<file path="src/rtl/core/rofc_pkg.sv">
// Package for the RO purifier flush controller: register indexes, reset values,
// stream widths and the state and configuration record types.
// No dependencies; imported by ro_purifier_flush_controller_unit.
`default_nettype none

package rofc_pkg;

	// Stream payload widths, padded to whole bytes.
	localparam int IN_TDATA_W  = 16;
	localparam int OUT_TDATA_W = 16;

	// Configuration port widths.
	localparam int CFG_INDEX_W = 3;
	localparam int CFG_DATA_W  = 10;

	// Configuration register indexes.
	localparam logic [CFG_INDEX_W-1:0] REG_LOW_RISE_STEP    = 3'd0;
	localparam logic [CFG_INDEX_W-1:0] REG_LOW_LIMIT        = 3'd1;
	localparam logic [CFG_INDEX_W-1:0] REG_HIGH_LIMIT       = 3'd2;
	localparam logic [CFG_INDEX_W-1:0] REG_POWER_ON_FLUSH_S = 3'd3;
	localparam logic [CFG_INDEX_W-1:0] REG_IDLE_FLUSH_S     = 3'd4;
	localparam logic [CFG_INDEX_W-1:0] REG_SHORT_FLUSH_S    = 3'd5;
	localparam logic [CFG_INDEX_W-1:0] REG_TIMEOUT_MIN      = 3'd6;
	localparam logic [CFG_INDEX_W-1:0] REG_IDLE_HOURS       = 3'd7;

	// Register reset values.
	localparam logic [9:0] LOW_RISE_STEP_RST    = 10'd50;
	localparam logic [9:0] LOW_LIMIT_RST        = 10'd1000;
	localparam logic [5:0] HIGH_LIMIT_RST       = 6'd50;
	localparam logic [7:0] POWER_ON_FLUSH_S_RST = 8'd30;
	localparam logic [7:0] IDLE_FLUSH_S_RST     = 8'd20;
	localparam logic [7:0] SHORT_FLUSH_S_RST    = 8'd10;
	localparam logic [7:0] TIMEOUT_MIN_RST      = 8'd120;
	localparam logic [2:0] IDLE_HOURS_RST       = 3'd4;

	// A work flush is requested after this many production minutes.
	localparam logic [4:0] WORK_FLUSH_MINUTES = 5'd10;

	typedef struct packed {
		logic [9:0] low_rise_step;
		logic [9:0] low_limit;
		logic [5:0] high_limit;
		logic [7:0] power_on_flush_s;
		logic [7:0] idle_flush_s;
		logic [7:0] short_flush_s;
		logic [7:0] timeout_min;
		logic [2:0] idle_hours;
	} cfg_t;

	typedef struct packed {
		logic [9:0] low_deb_cnt;
		logic [5:0] high_deb_cnt;
		logic       supply_ok;
		logic       tank_full;
		logic       shortage;
		logic       producing;
		logic       timeout;
		logic       flush_active;
		logic [7:0] flush_countdown;
		logic       power_on_pending;
		logic       idle_pending;
		logic       work_pending;
		logic       fill_pending;
		logic       fill_armed;
		logic       pump_request;
		logic       valve_request;
		logic       pump_latched;
		logic       valve_latched;
		logic [3:0] work_minutes;
		logic [7:0] run_minutes;
		logic [2:0] idle_hours;
	} state_t;

endpackage

`default_nettype wire

</file>
<file path="src/rtl/core/ro_purifier_flush_controller_unit.sv">
// Result items are registered: one becomes valid in the cycle after its input is accepted.
// Throughput: one item per cycle; the output register lets the next item in
// on the cycle its result is taken, so only a stalled full output register
// holds s_tready low.
// Reset (arst_n low, asynchronous): state and configuration registers return to their
// defaults, the controller starts with a power-on flush pending, and no result is held.
// Top level of the RO purifier flush controller; uses rofc_pkg.
`default_nettype none

module ro_purifier_flush_controller_unit (
	input  wire logic                             clk,
	input  wire logic                             arst_n,
	// Configuration write port.
	input  wire logic                             cfg_wr_en,
	input  wire logic [rofc_pkg::CFG_INDEX_W-1:0] cfg_index,
	input  wire logic [rofc_pkg::CFG_DATA_W-1:0]  cfg_wdata,
	// Input stream. tdata from bit 0: tick_10ms, tick_100ms, tick_second,
	// tick_minute, tick_hour, low_switch_raw, high_switch_raw, leak_detected,
	// power_on, then zero fill.
	input  wire logic                             s_tvalid,
	output logic                                  s_tready,
	input  wire logic [rofc_pkg::IN_TDATA_W-1:0]  s_tdata,
	// Output stream. tdata from bit 0: pump_drive, flush_valve_drive,
	// water_shortage, production_timeout, producing, flushing,
	// flush_seconds_left[7:0], then zero fill.
	output logic                                  m_tvalid,
	input  wire logic                             m_tready,
	output logic [rofc_pkg::OUT_TDATA_W-1:0]      m_tdata
);

	import rofc_pkg::*;

	cfg_t   cfg_q;
	state_t st_q;
	state_t st_d;

	logic                   m_valid_q;
	logic [OUT_TDATA_W-1:0] m_data_q;
	logic                   in_accept;

	// Unpacked input fields.
	logic t10, t100, tsec, tmin, thour;
	logic low_raw, high_raw, leak, power;

	// Wide intermediate sums for the clamped and wrapping counters.
	logic [10:0] low_sum;
	logic [6:0]  high_sum;
	logic [4:0]  work_sum;
	logic [8:0]  run_sum;
	logic [3:0]  idle_sum;

	assign t10      = s_tdata[0];
	assign t100     = s_tdata[1];
	assign tsec     = s_tdata[2];
	assign tmin     = s_tdata[3];
	assign thour    = s_tdata[4];
	assign low_raw  = s_tdata[5];
	assign high_raw = s_tdata[6];
	assign leak     = s_tdata[7];
	assign power    = s_tdata[8];

	// The output register frees up when its item is taken.
	assign s_tready  = !m_valid_q || m_tready;
	assign in_accept = s_tvalid && s_tready;

	// Configuration registers.
	always_ff @(posedge clk or negedge arst_n) begin
		if (!arst_n) begin
			cfg_q.low_rise_step    <= LOW_RISE_STEP_RST;
			cfg_q.low_limit        <= LOW_LIMIT_RST;
			cfg_q.high_limit       <= HIGH_LIMIT_RST;
			cfg_q.power_on_flush_s <= POWER_ON_FLUSH_S_RST;
			cfg_q.idle_flush_s     <= IDLE_FLUSH_S_RST;
			cfg_q.short_flush_s    <= SHORT_FLUSH_S_RST;
			cfg_q.timeout_min      <= TIMEOUT_MIN_RST;
			cfg_q.idle_hours       <= IDLE_HOURS_RST;
		end else if (cfg_wr_en) begin
			unique case (cfg_index)
				REG_LOW_RISE_STEP:    cfg_q.low_rise_step    <= cfg_wdata[9:0];
				REG_LOW_LIMIT:        cfg_q.low_limit        <= cfg_wdata[9:0];
				REG_HIGH_LIMIT:       cfg_q.high_limit       <= cfg_wdata[5:0];
				REG_POWER_ON_FLUSH_S: cfg_q.power_on_flush_s <= cfg_wdata[7:0];
				REG_IDLE_FLUSH_S:     cfg_q.idle_flush_s     <= cfg_wdata[7:0];
				REG_SHORT_FLUSH_S:    cfg_q.short_flush_s    <= cfg_wdata[7:0];
				REG_TIMEOUT_MIN:      cfg_q.timeout_min      <= cfg_wdata[7:0];
				REG_IDLE_HOURS:       cfg_q.idle_hours       <= cfg_wdata[2:0];
				default: ;
			endcase
		end
	end

	// Next state for one tick; the sub-steps follow one another in order.
	always_comb begin
		st_d     = st_q;
		low_sum  = '0;
		high_sum = '0;
		work_sum = '0;
		run_sum  = '0;
		idle_sum = '0;

		// 10 ms: debounce the pressure switches.
		if (t10) begin
			if (!low_raw) begin
				low_sum = {1'b0, st_d.low_deb_cnt} + {1'b0, cfg_q.low_rise_step};
				if (low_sum >= {1'b0, cfg_q.low_limit}) begin
					low_sum        = {1'b0, cfg_q.low_limit};
					st_d.supply_ok = 1'b1;
				end
				st_d.low_deb_cnt = low_sum[9:0];
			end else if (st_d.low_deb_cnt <= 10'd2) begin
				st_d.low_deb_cnt = 10'd1;
				st_d.supply_ok   = 1'b0;
			end else begin
				st_d.low_deb_cnt = st_d.low_deb_cnt - 10'd1;
			end

			if (!high_raw) begin
				high_sum = {1'b0, st_d.high_deb_cnt} + 7'd1;
				if (high_sum >= {1'b0, cfg_q.high_limit}) begin
					high_sum       = {1'b0, cfg_q.high_limit};
					st_d.tank_full = 1'b0;
				end
				st_d.high_deb_cnt = high_sum[5:0];
			end else if (st_d.high_deb_cnt <= 6'd2) begin
				st_d.high_deb_cnt = 6'd1;
				st_d.tank_full    = 1'b1;
			end else begin
				st_d.high_deb_cnt = st_d.high_deb_cnt - 6'd1;
			end

			// 10 ms: pump and valve requests.
			if (st_d.timeout || st_d.shortage || leak || !power) begin
				st_d.pump_request  = 1'b0;
				st_d.valve_request = 1'b0;
			end else if (st_d.flush_active) begin
				if (st_d.flush_countdown != 8'd0) begin
					st_d.pump_request  = 1'b1;
					st_d.valve_request = 1'b1;
				end else begin
					st_d.flush_active  = 1'b0;
					st_d.pump_request  = 1'b0;
					st_d.valve_request = 1'b0;
				end
			end else begin
				st_d.pump_request  = st_d.producing;
				st_d.valve_request = 1'b0;
			end
		end

		if (t100) begin
			// 100 ms: latch the drives.
			st_d.pump_latched  = st_d.pump_request;
			st_d.valve_latched = st_d.valve_request;

			// 100 ms: start the highest-priority pending flush.
			if (st_d.power_on_pending) begin
				st_d.flush_countdown  = cfg_q.power_on_flush_s;
				st_d.flush_active     = 1'b1;
				st_d.power_on_pending = 1'b0;
			end else if (st_d.idle_pending) begin
				st_d.flush_countdown = cfg_q.idle_flush_s;
				st_d.flush_active    = 1'b1;
				st_d.idle_pending    = 1'b0;
			end else if (st_d.work_pending && st_d.producing) begin
				st_d.flush_countdown = cfg_q.short_flush_s;
				st_d.flush_active    = 1'b1;
				st_d.work_pending    = 1'b0;
			end else if (st_d.fill_pending) begin
				st_d.flush_countdown = cfg_q.short_flush_s;
				st_d.flush_active    = 1'b1;
				st_d.fill_pending    = 1'b0;
			end

			// 100 ms: shortage, production and tank-filled edge. During a
			// shortage the production flag keeps its value.
			if (!st_d.supply_ok) begin
				st_d.shortage = 1'b1;
			end else begin
				st_d.shortage = 1'b0;
				if (!st_d.tank_full) begin
					st_d.producing  = 1'b1;
					st_d.fill_armed = 1'b1;
				end else begin
					st_d.producing = 1'b0;
					if (st_d.fill_armed) begin
						st_d.fill_armed   = 1'b0;
						st_d.fill_pending = 1'b1;
					end
				end
			end
		end

		// 1 s: flush countdown stops at zero.
		if (tsec && st_d.flush_countdown != 8'd0) begin
			st_d.flush_countdown = st_d.flush_countdown - 8'd1;
		end

		// 1 min: production minute counters.
		if (tmin) begin
			if (st_d.producing) begin
				work_sum = {1'b0, st_d.work_minutes} + 5'd1;
				if (work_sum >= WORK_FLUSH_MINUTES) begin
					work_sum          = '0;
					st_d.work_pending = 1'b1;
				end
				st_d.work_minutes = work_sum[3:0];

				run_sum = {1'b0, st_d.run_minutes} + 9'd1;
				if (run_sum >= {1'b0, cfg_q.timeout_min}) begin
					run_sum      = '0;
					st_d.timeout = 1'b1;
				end
				st_d.run_minutes = run_sum[7:0];
			end else begin
				st_d.run_minutes = 8'd0;
			end
		end

		// 1 h: idle hour counter.
		if (thour && !st_d.producing) begin
			idle_sum = {1'b0, st_d.idle_hours} + 4'd1;
			if (idle_sum >= {1'b0, cfg_q.idle_hours}) begin
				idle_sum          = '0;
				st_d.idle_pending = 1'b1;
			end
			st_d.idle_hours = idle_sum[2:0];
		end
	end

	// Controller state, updated once per accepted item.
	always_ff @(posedge clk or negedge arst_n) begin
		if (!arst_n) begin
			st_q.low_deb_cnt      <= LOW_LIMIT_RST;
			st_q.high_deb_cnt     <= '0;
			st_q.supply_ok        <= 1'b1;
			st_q.tank_full        <= 1'b0;
			st_q.shortage         <= 1'b0;
			st_q.producing        <= 1'b0;
			st_q.timeout          <= 1'b0;
			st_q.flush_active     <= 1'b1;
			st_q.flush_countdown  <= '0;
			st_q.power_on_pending <= 1'b1;
			st_q.idle_pending     <= 1'b0;
			st_q.work_pending     <= 1'b0;
			st_q.fill_pending     <= 1'b0;
			st_q.fill_armed       <= 1'b1;
			st_q.pump_request     <= 1'b0;
			st_q.valve_request    <= 1'b0;
			st_q.pump_latched     <= 1'b0;
			st_q.valve_latched    <= 1'b0;
			st_q.work_minutes     <= '0;
			st_q.run_minutes      <= '0;
			st_q.idle_hours       <= '0;
		end else if (in_accept) begin
			st_q <= st_d;
		end
	end

	// Output register: valid flag under reset, payload loaded on accept.
	always_ff @(posedge clk or negedge arst_n) begin
		if (!arst_n) begin
			m_valid_q <= 1'b0;
		end else if (in_accept) begin
			m_valid_q <= 1'b1;
		end else if (m_tready) begin
			m_valid_q <= 1'b0;
		end
	end

	always_ff @(posedge clk) begin
		if (in_accept) begin
			m_data_q <= {2'b00, st_d.flush_countdown, st_d.flush_active,
				st_d.producing, st_d.timeout, st_d.shortage,
				st_d.valve_latched, st_d.pump_latched};
		end
	end

	assign m_tvalid = m_valid_q;
	assign m_tdata  = m_data_q;

	// A stalled full output register must hold off new items.
	a_no_accept_when_stalled: assert property (@(posedge clk) disable iff (!arst_n)
		(m_valid_q && !m_tready) |-> !in_accept)
		else $error("item accepted while the result register is stalled");

	// The production timeout stays set until reset.
	a_timeout_sticky: assert property (@(posedge clk) disable iff (!arst_n)
		st_q.timeout |=> st_q.timeout)
		else $error("production timeout cleared without reset");

	// The flush valve never opens without the pump running.
	a_valve_needs_pump: assert property (@(posedge clk) disable iff (!arst_n)
		(!st_q.valve_latched || st_q.pump_latched)
		&& (!st_q.valve_request || st_q.pump_request))
		else $error("valve drive set without pump drive");

endmodule

`default_nettype wire
</file>
<file path="config.mk">
export PLATFORM = sky130hd
export DESIGN_NAME = ro_purifier_flush_controller_unit
export DESIGN_NICKNAME = d
export VERILOG_FILES = /design/src/rtl/core/rofc_pkg.sv /design/src/rtl/core/ro_purifier_flush_controller_unit.sv
export SDC_FILE = /design/constraint.sdc
export NUM_CORES = 1
export LEC_CHECK = 0
export BUFFER_PORTS_ARGS = -buffer_cell sky130_fd_sc_hd__buf_2
export CAP_MARGIN = 25
export CORE_UTILIZATION = 57
export CTS_BUF_LIST = sky130_fd_sc_hd__clkbuf_8
export DETAILED_ROUTE_END_ITERATION = 8
export PLACE_DENSITY = 0.79
export SLEW_MARGIN = 20
export SYNTH_ARGS = -nofsm -noshare
export SYNTH_HDL_FRONTEND = slang
export SYNTH_SLANG_ARGS = --single-unit
</file>
<file path="constraint.sdc">
create_clock -name clk -period 3.7 [get_ports clk]
set_input_delay 0.185 -clock clk [delete_from_list [all_inputs] [get_ports clk]]
set_output_delay 0.185 -clock clk [all_outputs]
set_load 0.01 [all_outputs]
</file>
==> results of run 1 <==
## flip-flops by register name (all words and copies together) (netlist names)
name / count
m_tvalid: 1
cfg_q: 61
st_q: 54
m_tdata: 14
## Yosys cell counts (all sizes together), types with 4 or more instances
cell	n	share of area (%)
nor3b	6	0.59
dfrtp	81	27
mux2i	17	2.2
and2	8	0.66
nor2b	5	0.41
or4	6	0.64
xnor2	14	1.6
o21ai	68	4.9
a31oi	6	0.50
o221ai	7	0.81
inv	45	2.2
nand3b	4	0.40
a21o	7	0.69
nand3	23	1.5
nor2	41	2.0
mux2	55	8.3
ha	48	7.9
dfstp	35	12
o211ai	4	0.40
clkbuf	19	1.1
nand2	77	3.9
or3	8	0.69
buf	8	0.63
nor3	7	0.46
xor2	7	0.81
a22oi	8	0.79
o22ai	5	0.41
o21a	5	0.50
a21oi	37	2.4
and3	5	0.41
nand2b	17	1.4
nand4	8	0.66
edfxtp	14	5.5
## timing repair
| action | 4_1_cts | 5_1_grt |
|---|---|---|
| pin swaps | 4 | 12 |
| resized for setup | 3 | 20 |
| setup endpoints to repair | 7 | 30 |
| hold buffers | 4 | 0 |
| hold endpoints to repair | 66 | 0 |
| setup buffers | 5 | 3 |
## metal layers
metal	GRT usage [%]	vias to the layer above	routed length, um
met5	0	-	0
met4	10.9	0	544
met2	45.7	181	8920
met3	6.13	52	845
met1	33.6	2946	7770
li1	-	2824	-
## worst max-delay path, cell delays in order, from the launching register on
cell and delay [ps]:
sky130_fd_sc_hd__dfrtp_1 420, sky130_fd_sc_hd__ha_4 190, sky130_fd_sc_hd__or3_4 380, sky130_fd_sc_hd__or3_1 310, sky130_fd_sc_hd__o221a_2 240, sky130_fd_sc_hd__xor2_1 160, sky130_fd_sc_hd__ha_1 330, sky130_fd_sc_hd__o211ai_1 110
sky130_fd_sc_hd__nor2_1 160, sky130_fd_sc_hd__a21oi_2 80, sky130_fd_sc_hd__buf_4 140, sky130_fd_sc_hd__nand4_1 130, sky130_fd_sc_hd__o31ai_4 100, sky130_fd_sc_hd__buf_12 150, sky130_fd_sc_hd__or2_4 250, sky130_fd_sc_hd__buf_4 150
sky130_fd_sc_hd__mux2i_2 200
## through the flow
step | util (%) | area, um^2 | total power, mW | hold slack, ps
5_1_grt | 67.8 | 8660 | 7.84 | 17.1
6_report | 67.8 | 8660 | 7.34 | 24.3
3_3_place_gp | 62.9 | 8030 | 5.54 | 400
4_1_cts | 67.0 | 8560 | 7.13 | 10.4
3_5_place_dp | 62.9 | 8030 | 5.68 | 405
2_1_floorplan | - | 7590 | 4.70 | -111
## power breakdown
| part | internal, mW | leakage [nW] | switching (mW) |
|---|---|---|---|
| clock network | 0.720 | 0.208 | 0.578 |
| logic | 1.70 | 2.09 | 2.00 |
| registers | 1.97 | 1.50 | 0.381 |
| total | 4.39 | 3.80 | 2.95 |
## logic make-up after synthesis
kind of cell,count (synthesis)
AO/OA/AOI/OAI,176
buffers and inverters,72
multiplexers,72
AND/OR/NAND/NOR,227
XOR/XNOR,21
flip-flops,130
adder cells (fa/ha/maj),49
other,1
## worst paths after layout
kind / from / to / slack [ps] / depth (start not counted)
max in group asynchronous: arst_n / cfg_q[52] / 2520 / 3
worst min register to register: st_q[32] / st_q[32] / 480 / 2
min in group asynchronous: arst_n / st_q[5] / 340 / 2
worst max register to register: cfg_q[57] / st_q[0] / 100 / 16
worst min-delay path: cfg_wdata[6] / cfg_q[47] / 20 / 3
worst max-delay path: cfg_q[57] / st_q[0] / 100 / 16
## final cells by class
| class | instances | area [um^2] |
|---|---|---|
| fillers | 944 | 4110 |
| multi-input cells | 547 | 4030 |
| flip-flops and latches | 130 | 3370 |
| repair buffers | 71 | 457 |
| clock buffers | 20 | 275 |
| well taps | 172 | 215 |
| inverters | 45 | 169 |
| clock inverters | 12 | 154 |
==> results by stage, run 1 <==
Outcome:
- The run finished with clean final reports.

Clocking:
- The clock tree root driver cell is sky130_fd_sc_hd__clkbuf_8.
- The clock transition at the registers of the reported paths is 70 ps.
- The number of buffers added by the clock tree synthesis step is 17.
- The clock latency reported for the late side of the worst-skew pair is 470 ps.
- The number of buffers between clock root and the deepest sink is 2.
- TritonCTS built the clock tree.
- The H-tree depth is 4.
- The TritonCTS sink count is 130.

Place:
- The worst slack at placement is 17.1 ps.
- Routability-driven placement finished with a final weighted congestion of 0.909.
- Once placement completed, the tool counted placed cells totaling 954.
- The wire-length estimate of the detail-placed layout is 12600 um.
- Port buffering added 42 buffers.

Synthesis:
- Synthesis handed over a netlist of 748 instances.
- The mux cell area share after synthesis is 10.5%.
- Yosys mapped a number of flops with a built-in enable equal to 14.
- The synthesis warning total is 0.
- For this run, the register share of the synthesized area comes to 44.4%.
- The most used flip-flop cell after synthesis is sky130_fd_sc_hd__dfrtp_1.
- By area, the combinational part of the netlist is dominated by compound AO/OA/AOI/OAI gates.
- The fraction of synthesized cell area in xor and xnor cells is 2.43%.
- The share of the synthesized area in compound gates (AO/OA/AOI/OAI) is 15.4%.
- The async set-reset flop share out of synthesis is 89.2%.
- The distinct cell type count of the synthesized netlist is 74.
- The post-synthesis area per instance is 10.1 um^2.
- The synthesized netlist devotes 15.1% of its cell area to simple gates.
- After Yosys synthesis, full adders, half adders and majority gates account for 8.18% of the synthesized area.
- The synthesized flop and latch total is 130.
- The post-synth design cell area is 0.00758 mm^2.

Timing:
- For the pin with the worst max-slew slack, the measured transition is 752 ps.
- The post-layout minimum cycle time is 3600 ps.
- Setup repair after global routing could not meet its margin everywhere.
- The accumulated negative setup slack is 0 ps.
- The post-route clock skew is 9.06 ps.
- The maximum operating frequency is 277 MHz.
- The count of endpoints failing hold in the final timing report was 0.
- Once routing completed, OpenROAD measured the worst setup slack at 95.9 ps.
- Of the available clock period, the critical path in the final layout requires 97.4%.
- The max-slew violation count is 0.
- Measured against its own limit, the worst slew margin works out to 49.9%.
- The count of endpoints failing setup in the final report is 0.

Global route:
- The via count of the first global-routing pass is 6029.
- The wire length of the first global-routing pass is 29400 um.
- The initial antenna violation count is 0.
- Global routing consumed, over all layers together, 27.1% of the routing resources.
- Entering global routing, the biggest net connects 85 pins.
- The aggregate global routing overflow is 0.

Setup path:
- The startpoint kind of the worst setup timing path is a flip-flop.
- The worst path required time is 4070 ps.
- Of all nets on the critical path, the largest fanout is 6.
- The path type of the worst setup path is reg -> reg.
- The arrival time reported for the critical path endpoint is 3970 ps.
- The category of the worst setup path capture point is a flip-flop.

Die:
- The floorplan step set the die height to 117 um.
- In this run the count of I/O pins placed on the die edge is 52.
- The area of the core region is 0.0128 mm^2.
- The horizontal die dimension is 117 um.
- The total die area is 0.0138 mm^2.
- The floorplan has 41 rows.
- The initial utilization of the core area, before any placement, comes to 59.4%.

Routing:
- After detailed routing, the number of remaining DRC violations is 0.
- The detail route stage leaves a number of antenna-violating nets equal to 0.
- For this block, the routed nets add up to 18100 um of wire.
- Dividing the detail-routed via count by the number of cells gives 6.02.
- The initial DRC count is 558.
- The first TritonRoute pass finished after 5 iterations.
- The detail-routed net length per standard cell is 18.1 um.
- The number of vias after detailed routing is 6003.

Worst hold path:
- The tightest min-delay check is of the in -> reg type.

Finish:
- The fraction of layout cells with a size suffix above 1 is 28.0%.
- The net count of the finished layout is 895.
- The most frequent standard cell in the layout excluding fill and tap cells is sky130_fd_sc_hd__dfrtp_1.
- The area growth from synthesis to layout is 14.3%.
- 0 antenna diodes ended up in the layout.
- The post-route non-filler standard cell count is 997.
- In the layout the commonest cells are sky130_fd_sc_hd__dfrtp_1, sky130_fd_sc_hd__nand2_1, sky130_fd_sc_hd__o21ai_0.

Power:
- In this run the power density over the cells is 847 mW/mm^2.
- In this run the static leakage power is 3.80 nW.
- IR analysis of the VDD net gives a maximum drop of 0.000388 V.

Run:
- The total of max-cap violations is 0.
No activity file was read; power rests on OpenSTA's default activity.
==> run 2: changes to the inputs <==
--- a/config.mk
+++ b/config.mk
@@ -10,6 +10,7 @@
 export CORE_UTILIZATION = 57
 export CTS_BUF_LIST = sky130_fd_sc_hd__clkbuf_8
 export DETAILED_ROUTE_END_ITERATION = 8
+export HOLD_SLACK_MARGIN = 0.1
 export PLACE_DENSITY = 0.79
 export SLEW_MARGIN = 20
 export SYNTH_ARGS = -nofsm -noshare
==> run 2 against run 1 <==
Net effect:
- clock skew increased by 0.58 ps
- final cell count grew 1.0%
- setup slack gained 3.9 ps
- clock power about the same
- sequential share of layout area shrank 0.44 points
- global-route usage grew 0.28 points
- maximum frequency grew 0.11%
- critical path type unchanged
- hold slack improved by 110 ps
- highest routed layer unchanged
==> results by stage, run 2 (same netlist as run 1, synthesis figures left out) <==
Timing:
- The post-route clock skew was 9.64 ps (+0.582 ps).
- The worst setup margin came to 99.8 ps (+3.88 ps).
- The accumulated negative setup slack is 0 ps (unchanged).
- The count of endpoints failing hold in the final timing report is 0 (unchanged).
- The max-slew violation count is 0 (unchanged).
- The post-layout minimum cycle time is 3600 ps (-3.88 ps).
- The count of endpoints failing setup in the final report was 0 (unchanged).
- The final cycle utilization of the critical path is 97.3% (-0.10 points).
- The tightest slew margin relative to the limit is 49.0% (-0.90 points).
- Setup repair after global routing could not meet its margin everywhere.
- The transition time of the tightest slew-check pin is 766 ps (+13.5 ps).
- The maximum operating frequency came to 278 MHz (+0.11%).

Clocking:
- The H-tree depth is 4 (unchanged).
- The clock transition at the registers of the reported paths was 70 ps (about the same).
- The TritonCTS sink count is 130 (unchanged).
- The clock tree root driver cell is sky130_fd_sc_hd__clkbuf_8.
- The clock tree from TritonCTS is yes.
- The number of buffers added by the clock tree synthesis step is 17 (unchanged).
- The clock latency reported for the late side of the worst-skew pair came to 460 ps (about the same).
- The number of buffers between clock root and the deepest sink was 2 (unchanged).

Routing:
- The remaining antenna violation count after routing was 0 (unchanged).
- The initial DRC count came to 464 (-17%).
- The via count normalized by instance count was 6.00 (-0.30%).
- The number of vias after detailed routing is 6045 (+0.70%).
- The remaining routing DRC violations is 0 (unchanged).
- The detail-routed net length per standard cell came to 18.1 um (about the same).
- The overall routed net length is 18300 um (+1.1%).
- The first-pass detailed-route iteration total is 5 (unchanged).

Place:
- The worst slack at placement is 17.1 ps (unchanged).
- The number of buffers inserted by port buffering is 42 (unchanged).
- The number of placed instances, taps included is 954 (unchanged).
- The placed standard-cell area is 0.00803 mm^2 (unchanged).
- The half-perimeter wire length after placement is 12600 um (unchanged).
- The last weighted congestion value of the routability-driven placer was 0.909 (unchanged).

Die:
- The horizontal die dimension is 117 um (unchanged).
- The height of the chip is 117 um (unchanged).
- The number of placed I/O pins was 52 (unchanged).
- The starting density of the core is 59.4% (unchanged).
- The total die area is 0.0138 mm^2 (unchanged).
- The area of the core region is 0.0128 mm^2 (unchanged).
- The row count was 41 (unchanged).

Finish:
- The post-route non-filler standard cell count is 1007 (+1.0%).
- The net count of the finished layout is 905 (+1.1%).
- The top cell types in the final layout, fill and taps aside, are sky130_fd_sc_hd__dfrtp_1, sky130_fd_sc_hd__nand2_1, sky130_fd_sc_hd__o21ai_0.
- The most frequent standard cell in the layout excluding fill and tap cells is sky130_fd_sc_hd__dfrtp_1.
- The post-route cell area is 0.00876 mm^2 (+1.2%).
- The flip-flop count of the largest register after layout is 61 (unchanged).
- The register with the most flip-flops in the final layout is cfg_q.
- The end-of-flow core utilization is 68.6% (+0.78 points).
- The area added between synthesis and finish is 15.6%.
- The antenna diode count was 0 (unchanged).
- The fraction of layout cells with a size suffix above 1 was 27.7% (-0.34 points).

Setup path:
- The number of cell instances on the worst register-to-register path is 16 (unchanged).
- The worst setup slack for register-to-register paths is 100 ps (about the same).
- The start of the worst register-to-register path is cfg_q[57].
- The startpoint kind of the worst setup timing path is a flip-flop.
- The worst path required time is 4070 ps (about the same).
- The peak fanout along the critical path is 6 (unchanged).
- The arrival time reported for the critical path endpoint came to 3970 ps (about the same).
- The path type of the worst setup path is reg -> reg.
- In this run the critical register-to-register path is captured at st_q[0].
- The worst setup path is captured at a flip-flop.

Global route:
- The via count of the first global-routing pass is 6084 (+0.91%).
- The initial antenna violation count came to 0 (unchanged).
- The overall global routing resource usage is 27.4% (+0.28 points).
- The aggregate global routing overflow is 0 (unchanged).
- The largest net degree at the start of global routing is 85 (unchanged).
- The wire length of the first global-routing pass was 29700 um (+1.0%).

Power:
- The power per unit of standard cell area was 840 mW/mm^2 (-0.89%).
- The worst voltage drop across the vdd grid came to 0.000387 V (-0.43%).
- The static leakage is 3.84 nW (+1.1%).

Run:
- The total of max-cap violations was 0 (unchanged).

Worst hold path:
- The path type of the worst min-delay path is in -> reg.
- The worst hold path terminates at st_q[2].
- The cell count of the worst hold path is 4 (+1).
- The hold path startpoint is s_tdata[4].

Outcome:
- The run finished with clean final reports.
[run 2: cell count changes in the layout (fill, tap and decap cells not counted), sizes merged]
| cell | change |
|---|---|
| dlygate4sd3 | +10 |
[run 2: worst max-delay path, cell delays in order, from the launching register on]
cell,delay [ps]
sky130_fd_sc_hd__dfrtp_1,420
sky130_fd_sc_hd__ha_4,190
sky130_fd_sc_hd__or3_4,380
sky130_fd_sc_hd__or3_1,310
sky130_fd_sc_hd__o221a_2,240
sky130_fd_sc_hd__xor2_1,160
sky130_fd_sc_hd__ha_1,330
sky130_fd_sc_hd__o211ai_1,110
sky130_fd_sc_hd__nor2_1,160
sky130_fd_sc_hd__a21oi_2,80
sky130_fd_sc_hd__buf_4,140
sky130_fd_sc_hd__nand4_1,130
sky130_fd_sc_hd__o31ai_4,100
sky130_fd_sc_hd__buf_12,150
sky130_fd_sc_hd__or2_4,250
sky130_fd_sc_hd__buf_4,150
sky130_fd_sc_hd__mux2i_2,190
[run 2: layout make-up]
| class | instances | area [um^2] |
|---|---|---|
| timing repair buffer | 81 | 557 |
| fill | 933 | 4010 |
| clock buffer | 20 | 275 |
| sequential | 130 | 3370 |
| inverter | 45 | 169 |
| tap | 172 | 215 |
| clock inverter | 12 | 154 |
| multi-input combinational | 547 | 4030 |
[run 2: how the worst max path moves through the flow]
| stage | from | to | slack (ps) | cells after the start |
|---|---|---|---|---|
| global route | st_q[44] | st_q[0] | -60 | 18 |
| floorplan | cfg_q[52] | st_q[1] | 130 | 15 |
| CTS | cfg_q[52] | st_q[0] | 10 | 17 |
| global placement | cfg_q[52] | st_q[1] | 30 | 16 |
| finish | cfg_q[57] | st_q[0] | 100 | 16 |
| detailed placement | cfg_q[52] | st_q[1] | 20 | 16 |
[run 2: metrics by stage]
step,power [mW],hold WS [ps]
detailed placement,5.68,405
CTS,7.14,106
global placement,5.54,400
global route,7.85,128
finish,7.36,131
floorplan,4.70,-111
[run 2: routing by layer]
| metal | share of wire [%] | global-route usage [%] | routed length [um] | up-vias |
|---|---|---|---|---|
| li1 | - | - | - | 2843 |
| met1 | 43 | 34.1 | 7840 | 2977 |
| met2 | 50 | 46.3 | 9120 | 177 |
| met3 | 4.7 | 6.03 | 850 | 48 |
| met4 | 2.5 | 10.5 | 458 | 0 |
| met5 | 0 | 0 | 0 | - |
[run 2: where the power goes]
part	leakage [nW]	internal, mW	switching (mW)	total [mW]
clock network	0.208	0.720	0.578	1.30
logic	2.13	1.71	2.00	3.71
registers	1.50	1.97	0.382	2.35
total	3.84	4.40	2.96	7.36
[run 2: what timing repair did]
action,4_1_cts,5_1_grt
pin swaps,4,12
buffers inserted,5,3
hold endpoints to repair,86,0
gates resized for setup,3,21
setup endpoints to repair,7,30
hold buffers,14,0
